<file path="config.mk">
export PLATFORM = sky130hd
export DESIGN_NAME = encoder_integral_speed_loop_top
export DESIGN_NICKNAME = d
export VERILOG_FILES = /design/src/sv/esl_pkg.sv /design/src/sv/encoder_integral_speed_loop_top.sv /design/src/sv/esl_ctrl.sv /design/src/sv/esl_dp.sv
export SDC_FILE = /design/constraint.sdc
export NUM_CORES = 1
export LEC_CHECK = 0
export BUFFER_PORTS_ARGS = -buffer_cell sky130_fd_sc_hd__buf_2
export CORE_ASPECT_RATIO = 0.7
export CORE_MARGIN = 3
export CORE_UTILIZATION = 50
export CTS_CLUSTER_SIZE = 24
export DETAILED_ROUTE_END_ITERATION = 8
export HOLD_SLACK_MARGIN = 0.15
export PLACE_DENSITY = 0.76
export SYNTH_ARGS = -nofsm -noshare
export SYNTH_HDL_FRONTEND = slang
export SYNTH_SLANG_ARGS = --single-unit
</file>
<file path="constraint.sdc">
create_clock -name i_clk -period 15.28 [get_ports i_clk]
set_input_delay 0.764 -clock i_clk [delete_from_list [all_inputs] [get_ports i_clk]]
set_output_delay 0.764 -clock i_clk [all_outputs]
set_load 0.01 [all_outputs]
</file>
<file path="src/sv/esl_pkg.sv">
// Shared types and constants for the encoder integral speed loop.
`default_nettype none

package esl_pkg;

    localparam int unsigned TICK_W  = 24;
    localparam int unsigned DIV_W   = 16;
    localparam int unsigned SPEED_W = 8;
    localparam int unsigned DUTY_W  = 17;
    localparam int unsigned PROD_W  = 26;
    localparam int unsigned SUM_W   = 27;
    localparam int unsigned STEP_W  = 3;

    localparam logic [DUTY_W-1:0] FULL_DRIVE = 17'd65536;

    // Register selects (address bit 2)
    localparam logic REG_GAIN = 1'b0;
    localparam logic REG_TPR  = 1'b1;

    typedef enum logic [3:0] {
        S_IDLE = 4'b0001,
        S_DIV  = 4'b0010,
        S_MUL  = 4'b0100,
        S_ACC  = 4'b1000
    } t_state;

    typedef struct packed {
        logic enc;   // count one encoder edge
        logic load;  // take an update request, start the divider
        logic step;  // one quotient bit
        logic mul;   // error times gain
        logic acc;   // integrate, clamp, load the output register
    } t_cmd;

    typedef struct packed {
        logic out_busy;  // output register holds a result not yet taken
    } t_status;

endpackage

`default_nettype wire

</file>
<file path="src/sv/encoder_integral_speed_loop_top.sv">
// Top level of the encoder integral speed loop: register port, controller and datapath.
// An encoder-edge request (mode 0) may follow every cycle while the input is not stalled;
// it only bumps a saturating 24-bit tick counter. A control-update request (mode 1) holds
// the input stalled after it is taken, through the one-bit-per-cycle quotient divider
// (tick count over ticks_per_rev, saturated at 255), then error times gain, then the
// clamped integration. It waits longer only while the previous result still sits in
// the output register. Registers: gain at 0x0, ticks_per_rev at 0x4; the decode uses
// address bit 2.
`default_nettype none

module encoder_integral_speed_loop_top
    import esl_pkg::*;
(
    input  wire logic              i_clk,
    input  wire logic              i_rst_n,
    input  wire logic              i_in_valid,
    output logic                   o_in_stall,
    input  wire logic              i_mode,
    input  wire logic signed [7:0] i_target_speed,
    output logic                   o_out_valid,
    input  wire logic              i_out_stall,
    output logic [DUTY_W-1:0]      o_duty,
    output logic                   o_direction,
    output logic [SPEED_W-1:0]     o_measured_speed,
    input  wire logic              psel,
    input  wire logic              penable,
    input  wire logic              pwrite,
    input  wire logic [2:0]        paddr,
    input  wire logic [31:0]       pwdata,
    output logic [31:0]            prdata,
    output logic                   pready
);

    logic [DIV_W-1:0] r_gain;
    logic [DIV_W-1:0] r_tpr;
    logic             wr_en;
    t_cmd             cmd;
    t_status          status;

    assign pready = 1'b1;
    assign wr_en  = psel && penable && pwrite && pready;

    always_ff @(posedge i_clk) begin
        if (!i_rst_n) begin
            r_gain <= 16'd2621;
            r_tpr  <= 16'd4096;
        end else if (wr_en) begin
            unique case (paddr[2])
                REG_GAIN: r_gain <= pwdata[DIV_W-1:0];
                REG_TPR:  r_tpr  <= pwdata[DIV_W-1:0];
                default:  ;
            endcase
        end
    end

    always_comb begin
        unique case (paddr[2])
            REG_GAIN: prdata = {16'b0, r_gain};
            REG_TPR:  prdata = {16'b0, r_tpr};
            default:  prdata = '0;
        endcase
    end

    esl_ctrl u_ctrl (
        .i_clk      (i_clk),
        .i_rst_n    (i_rst_n),
        .i_in_valid (i_in_valid),
        .i_mode     (i_mode),
        .o_in_stall (o_in_stall),
        .i_status   (status),
        .o_cmd      (cmd)
    );

    esl_dp u_dp (
        .i_clk            (i_clk),
        .i_rst_n          (i_rst_n),
        .i_cmd            (cmd),
        .o_status         (status),
        .i_target_speed   (i_target_speed),
        .i_gain           (r_gain),
        .i_ticks_per_rev  (r_tpr),
        .i_out_stall      (i_out_stall),
        .o_out_valid      (o_out_valid),
        .o_duty           (o_duty),
        .o_direction      (o_direction),
        .o_measured_speed (o_measured_speed)
    );

endmodule

`default_nettype wire

</file>
<file path="src/sv/esl_ctrl.sv">
// Controller state machine for the encoder integral speed loop.
`default_nettype none

module esl_ctrl
    import esl_pkg::*;
(
    input  wire logic    i_clk,
    input  wire logic    i_rst_n,
    input  wire logic    i_in_valid,
    input  wire logic    i_mode,
    output logic         o_in_stall,
    input  wire t_status i_status,
    output t_cmd         o_cmd
);

    t_state            r_state, n_state;
    logic [STEP_W-1:0] r_cnt, n_cnt;

    always_comb begin
        n_state = r_state;
        n_cnt   = r_cnt;
        o_cmd   = '0;
        unique case (r_state)
            S_IDLE: begin
                o_cmd.enc  = i_in_valid && !i_mode;
                o_cmd.load = i_in_valid && i_mode;
                if (o_cmd.load) begin
                    n_state = S_DIV;
                    n_cnt   = '1;
                end
            end
            S_DIV: begin
                o_cmd.step = 1'b1;
                n_cnt      = r_cnt - 1'b1;
                if (r_cnt == '0) begin
                    n_state = S_MUL;
                end
            end
            S_MUL: begin
                o_cmd.mul = 1'b1;
                n_state   = S_ACC;
            end
            S_ACC: begin
                // wait for the previous result to leave
                if (!i_status.out_busy) begin
                    o_cmd.acc = 1'b1;
                    n_state   = S_IDLE;
                end
            end
            default: begin
                n_state = S_IDLE;
            end
        endcase
    end

    assign o_in_stall = (r_state != S_IDLE);

    always_ff @(posedge i_clk) begin
        if (!i_rst_n) begin
            r_state <= S_IDLE;
            r_cnt   <= '0;
        end else begin
            r_state <= n_state;
            r_cnt   <= n_cnt;
        end
    end

endmodule

`default_nettype wire

</file>
<file path="src/sv/esl_dp.sv">
// Datapath: tick counter, bit-serial divider, multiplier, integrator, output register.
`default_nettype none

module esl_dp
    import esl_pkg::*;
(
    input  wire logic               i_clk,
    input  wire logic               i_rst_n,
    input  wire t_cmd               i_cmd,
    output t_status                 o_status,
    input  wire logic signed [7:0]  i_target_speed,
    input  wire logic [DIV_W-1:0]   i_gain,
    input  wire logic [DIV_W-1:0]   i_ticks_per_rev,
    input  wire logic               i_out_stall,
    output logic                    o_out_valid,
    output logic [DUTY_W-1:0]       o_duty,
    output logic                    o_direction,
    output logic [SPEED_W-1:0]      o_measured_speed
);

    logic [TICK_W-1:0]        r_tick;
    logic [TICK_W-1:0]        r_rem;
    logic [TICK_W-1:0]        r_dsh;
    logic [SPEED_W-1:0]       r_quot;
    logic                     r_sat;
    logic [SPEED_W-1:0]       r_mag;
    logic                     r_dir;
    logic signed [PROD_W-1:0] r_prod;
    logic [DUTY_W-1:0]        r_drive;
    logic                     r_out_valid;
    logic [DUTY_W-1:0]        r_duty;
    logic                     r_direction;
    logic [SPEED_W-1:0]       r_speed;

    logic [DIV_W-1:0]         div_eff;
    logic [SPEED_W-1:0]       speed;
    logic signed [PROD_W-1:0] err_x;
    logic signed [PROD_W-1:0] gain_x;
    logic signed [SUM_W-1:0]  sum;
    logic [DUTY_W-1:0]        drive_nx;
    logic                     rem_ge;

    assign div_eff = (i_ticks_per_rev == '0) ? DIV_W'(1) : i_ticks_per_rev;
    assign rem_ge  = (r_rem >= r_dsh);
    assign speed   = r_sat ? '1 : r_quot;
    assign err_x   = PROD_W'($signed({1'b0, r_mag})) - PROD_W'($signed({1'b0, speed}));
    assign gain_x  = $signed({{(PROD_W-DIV_W){1'b0}}, i_gain});
    assign sum     = $signed({{(SUM_W-DUTY_W){1'b0}}, r_drive}) + SUM_W'(r_prod);

    always_comb begin
        if (sum < 0) begin
            drive_nx = '0;
        end else if (sum > $signed({{(SUM_W-DUTY_W){1'b0}}, FULL_DRIVE})) begin
            drive_nx = FULL_DRIVE;
        end else begin
            drive_nx = sum[DUTY_W-1:0];
        end
    end

    // Control state
    always_ff @(posedge i_clk) begin
        if (!i_rst_n) begin
            r_tick      <= '0;
            r_drive     <= '0;
            r_out_valid <= 1'b0;
        end else begin
            if (i_cmd.load) begin
                r_tick <= '0;
            end else if (i_cmd.enc && r_tick != '1) begin
                r_tick <= r_tick + 1'b1;
            end
            if (i_cmd.acc) begin
                r_drive <= drive_nx;
            end
            if (i_cmd.acc) begin
                r_out_valid <= 1'b1;
            end else if (!i_out_stall) begin
                r_out_valid <= 1'b0;
            end
        end
    end

    // Payload
    always_ff @(posedge i_clk) begin
        if (i_cmd.load) begin
            r_rem  <= r_tick;
            r_dsh  <= {1'b0, div_eff, 7'b0};
            r_sat  <= (r_tick >= {div_eff, 8'b0});
            r_mag  <= i_target_speed[7] ? SPEED_W'(-i_target_speed) : i_target_speed;
            r_dir  <= i_target_speed[7] || (i_target_speed == '0);
        end
        if (i_cmd.step) begin
            if (rem_ge) begin
                r_rem <= r_rem - r_dsh;
            end
            r_quot <= {r_quot[SPEED_W-2:0], rem_ge};
            r_dsh  <= r_dsh >> 1;
        end
        if (i_cmd.mul) begin
            r_prod <= err_x * gain_x;
        end
        if (i_cmd.acc) begin
            r_duty      <= drive_nx;
            r_direction <= r_dir;
            r_speed     <= speed;
        end
    end

    assign o_status.out_busy = r_out_valid && i_out_stall;
    assign o_out_valid       = r_out_valid;
    assign o_duty            = r_duty;
    assign o_direction       = r_direction;
    assign o_measured_speed  = r_speed;

endmodule

`default_nettype wire

</file>
==> results.ini <==
[run_status]
status=complete, no violations

[power_and_ir_drop]
power_share_of_the_clock_group_pct=15.7
cell_internal_pwr_mw=1.64
power.share.switching_pct=42.0
vdd_drop_max_mv=0.255
total_leakage_power_nw=7.45
switching_power_mw=1.18
p_seq_share_pct=24.6
power_frac_comb_pct=59.7
power-per-cell-area_mw_per_mm2=167

[synthesis]
synth_cell_types=81
yosysTopAreaCellShare_pct=17.9
synth_top_cells_by_area=sky130_fd_sc_hd__edfxtp_1 (18%), sky130_fd_sc_hd__dfxtp_1 (13%), sky130_fd_sc_hd__fa_1 (13%), sky130_fd_sc_hd__ha_1 (11%), sky130_fd_sc_hd__nand2_1 (5.4%)
synth-compound-area-share_pct=12.7
async_flop_share_pct=0
netlist_instances=1698
synthesis_warning_total=0
synth_mux_area_share_pct=1.67
post_synth_xor_area_fraction_pct=4.54
seq_area_frac_synth_pct=31.3
synth-seq-cells=198
synthSimpleGateAreaFrac_pct=18.7
synth-edff-count=93
synth_adder_area_share_pct=24.2
synthFlopType=sky130_fd_sc_hd__dfxtp_1
synth.avg_cell_area_um2=9.20
synth_top_family_by_area=adder cells
synth_area_mm2=0.0156
synth_top_area_cell=sky130_fd_sc_hd__edfxtp_1

[detailed_routing]
wl_mm=36.7
firstDrtPassIters=5
antenna_violating_nets_post_route=0
dr.max_layer_used=met4
wl_per_cell_um=17.0
met3RoutedLength_mm=2.95
wirelength_met1_mm=17.1
routed-via-count=12200
drt_drc_violations_left=0
detail_route.vias_per_cell=5.62
route.met2.wl_mm=15.8
dr.first_iter.drc_count=909

[place]
place.detailed.hpwl_mm=28.0
globalplace.congestion=0.971
postPlaceCellArea_mm2=0.0163
post-place-ws_ps=6890
placement.io_buffers=76

[sta]
fin_crit_sh_pct=55.6
hold_viol=0
timing.slew.headroom_pct=21.4
setup-tns-final_ps=0
worstMarginPinSlew_ps=1180
fin_ws_ps=6780
setup_viol_count_final=0
max_freq_mhz=118
grt_setup_unrepaired=no
finalWorstPathRequiredPeriod_ps=8500
final_worst_clock_skew_ps=16.5
slew_viol_final=0
whs_ps=435

[critical_path]
crit_path_max_incr_delay_ps=550
critical_path.endpoint_type=register
timing.critical_path.max_delay_family=adder cells
critPathBufInv=5
worstSetupPathType=reg -> reg
crit_arrival_ps=8700
critPathMaxFanout=18
worst_r2r_path_depth=30
critical_path_required_ps=15480
cpMostUsedCell=sky130_fd_sc_hd__fa_1
cp_num_cells=30
timing.critical_path.from_type=register
max_stage_delay_cell_worst_path=sky130_fd_sc_hd__fa_1

[clock_network]
hold_buf_count_cts=0
numCtsBuffers=17
clk-insertion-delay-late_ps=460
clk_transition_reported_paths_ps=80
clock_sink_count=198
ctsRootBufferMaster=sky130_fd_sc_hd__clkbuf_16
clock_tree.htree_level_count=4
cts-root-to-sink-buffers=2
cts-resized-gates=0
postCtsSetupRepairBufs=0
tritoncts_clock_tree=yes

[layout]
finish.instance_area_mm2=0.0169
post_route_cells_drive_above_1_share_pct=9.91
fillers=2709
final_net_count=2030
synthToLayoutAreaGrowth_pct=8.15
n_antenna_cell=0

[global_route]
grt_pass1_vias=12100
grt_overflow_total=0
antenna_found_initial=0
global_route.usage.total_pct=22.6
first_pass_grt_wire_length_mm=61.0
grt_start_max_net_pins=46

[die]
floorplan.die.height_um=154
die_w_um=217
design.portCount=112
initial_core_util_pct=51.4
core_area_mm2=0.0304
die_area_mm2=0.0334
fp-row-count=53

[hold_path]
tightest_hold_check_type=reg -> reg
holdPathStages=0

[run]
drv.max_cap_violation_count=0

[kinds of logic after synthesis]
group                      count (synthesis)
and+or+nand+nor                          604
AOI/OAI and AO/OA                        284
buffers and inverters                    263
adders and majority gates                242
DFF                                      198
xor gates and xnor gates                  81
muxes                                     24
other                                      2
[routing by layer]
metal | GRT usage, % | vias up
li1 | - | 5818
met1 | 32.3 | 5903
met2 | 33.8 | 406
met3 | 5.41 | 56
met4 | 7.82 | 0
met5 | 0 | -
[cells in the final DEF (no fill, tap or decap), types with 6 or more instances in the layout]
cell                          n
sky130_fd_sc_hd__a21oi_1     49
sky130_fd_sc_hd__clkbuf_16   18
sky130_fd_sc_hd__a31oi_1     26
sky130_fd_sc_hd__and4_1       7
sky130_fd_sc_hd__a21boi_0    26
sky130_fd_sc_hd__o21a_1       7
sky130_fd_sc_hd__o31ai_1     11
sky130_fd_sc_hd__buf_4       17
sky130_fd_sc_hd__o31ai_2      8
sky130_fd_sc_hd__nand2_1    226
sky130_fd_sc_hd__nand4_1     14
sky130_fd_sc_hd__o21ai_0     52
sky130_fd_sc_hd__xnor2_1     50
sky130_fd_sc_hd__buf_2       76
sky130_fd_sc_hd__nand2b_1    43
sky130_fd_sc_hd__nor2b_1     39
sky130_fd_sc_hd__and2_1      44
sky130_fd_sc_hd__mux2_2      17
sky130_fd_sc_hd__o211ai_1     8
sky130_fd_sc_hd__dfxtp_1    105
sky130_fd_sc_hd__edfxtp_1    93
sky130_fd_sc_hd__ha_1       135
sky130_fd_sc_hd__inv_1      180
sky130_fd_sc_hd__or3_1       13
sky130_fd_sc_hd__and3_1       6
sky130_fd_sc_hd__xor2_1      31
sky130_fd_sc_hd__mux2i_1      7
sky130_fd_sc_hd__nand3_1     33
sky130_fd_sc_hd__a22o_1       6
sky130_fd_sc_hd__fa_1       102
sky130_fd_sc_hd__a21o_1      31
sky130_fd_sc_hd__or2_2        9
sky130_fd_sc_hd__conb_1      17
sky130_fd_sc_hd__nor2_1     116
sky130_fd_sc_hd__nor3_1      26
sky130_fd_sc_hd__nor4_1       9
[cells in the mapped netlist, types with 4 or more instances]
cell type / count
sky130_fd_sc_hd__buf_4: 17
sky130_fd_sc_hd__mux2i_1: 7
sky130_fd_sc_hd__o31ai_2: 8
sky130_fd_sc_hd__o31ai_1: 11
sky130_fd_sc_hd__clkbuf_1: 61
sky130_fd_sc_hd__or3_1: 13
sky130_fd_sc_hd__nor3_1: 26
sky130_fd_sc_hd__o21a_1: 7
sky130_fd_sc_hd__nor2_1: 116
sky130_fd_sc_hd__inv_1: 180
sky130_fd_sc_hd__or2_2: 9
sky130_fd_sc_hd__and2_1: 44
sky130_fd_sc_hd__edfxtp_1: 93
sky130_fd_sc_hd__xor2_1: 31
sky130_fd_sc_hd__a21o_1: 31
sky130_fd_sc_hd__nand2_1: 226
sky130_fd_sc_hd__maj3_1: 4
sky130_fd_sc_hd__xnor2_1: 50
sky130_fd_sc_hd__mux2_2: 17
sky130_fd_sc_hd__nand2b_1: 43
sky130_fd_sc_hd__a31oi_1: 26
sky130_fd_sc_hd__a211oi_1: 5
sky130_fd_sc_hd__ha_1: 135
sky130_fd_sc_hd__o21ai_0: 52
sky130_fd_sc_hd__nor2b_1: 39
sky130_fd_sc_hd__and3_1: 6
sky130_fd_sc_hd__nand3_1: 33
sky130_fd_sc_hd__a21oi_1: 50
sky130_fd_sc_hd__o211ai_1: 8
sky130_fd_sc_hd__and4_1: 7
sky130_fd_sc_hd__a22o_1: 6
sky130_fd_sc_hd__nand4_1: 14
sky130_fd_sc_hd__a21boi_0: 26
sky130_fd_sc_hd__fa_1: 102
sky130_fd_sc_hd__dfxtp_1: 105
sky130_fd_sc_hd__nor4_1: 9
[power groups by stage]
stage	registers [mW]	logic, mW	clock network, mW
finish	0.695	1.68	0.444
global route	0.698	1.95	0.470
CTS	0.695	1.69	0.452
detailed placement	0.706	1.66	0
global placement	0.705	1.60	0
floorplan	0.699	1.30	0
[final timing paths]
path / slack (ps) / to / from
max: 6780 / u_dp.r_prod[25] / u_dp.r_sat
max reg2reg: 6780 / u_dp.r_prod[25] / u_dp.r_sat
min: 430 / u_dp.o_direction / u_dp.r_dir
min reg2reg: 430 / u_dp.o_direction / u_dp.r_dir
[worst register-to-register path: cells and delay by family (launching register included)]
family	cells	cell delay, ps
XOR/XNOR	1	90
buffers and inverters	5	430
AO/OA/AOI/OAI	9	2300
adder cells (fa/ha/maj)	10	4110
AND/OR/NAND/NOR	5	820
flip-flops	1	510
[metrics by stage]
step | instances | power (mW) | utilization (%)
final | 2167 | 2.82 | 55.6
after floorplan | 1713 | 2.00 | -
after detailed placement | 2135 | 2.37 | 53.8
after CTS | 2167 | 2.83 | 55.6
after global routing | 2167 | 3.11 | 55.6
after global placement | 2135 | 2.30 | 53.8
[layout make-up]
cell class / count / area (um2) / area share, %
well taps: 412 / 515 / 3.05
multi-input cells: 1252 / 9740 / 57.7
clock buffers: 20 / 468 / 2.77
inverters: 180 / 676 / 4.00
flip-flops and latches: 198 / 4890 / 29.0
repair buffers: 93 / 508 / 3.01
clock inverters: 12 / 91.3 / 0.541
[registers in the layout, summed over array words and instances, names as in the netlist]
name and flops:
r_gain 16, r_tpr 16, u_ctrl.r_cnt 3, u_ctrl.r_state 4, u_dp.o_direction 1, u_dp.o_duty 17
u_dp.o_measured_speed 8, u_dp.o_out_valid 1, u_dp.r_dir 1, u_dp.r_drive 17, u_dp.r_dsh 23, u_dp.r_mag 8
u_dp.r_prod 26, u_dp.r_quot 8, u_dp.r_rem 24, u_dp.r_sat 1, u_dp.r_tick 24
(Power assumes the default switching activity.)
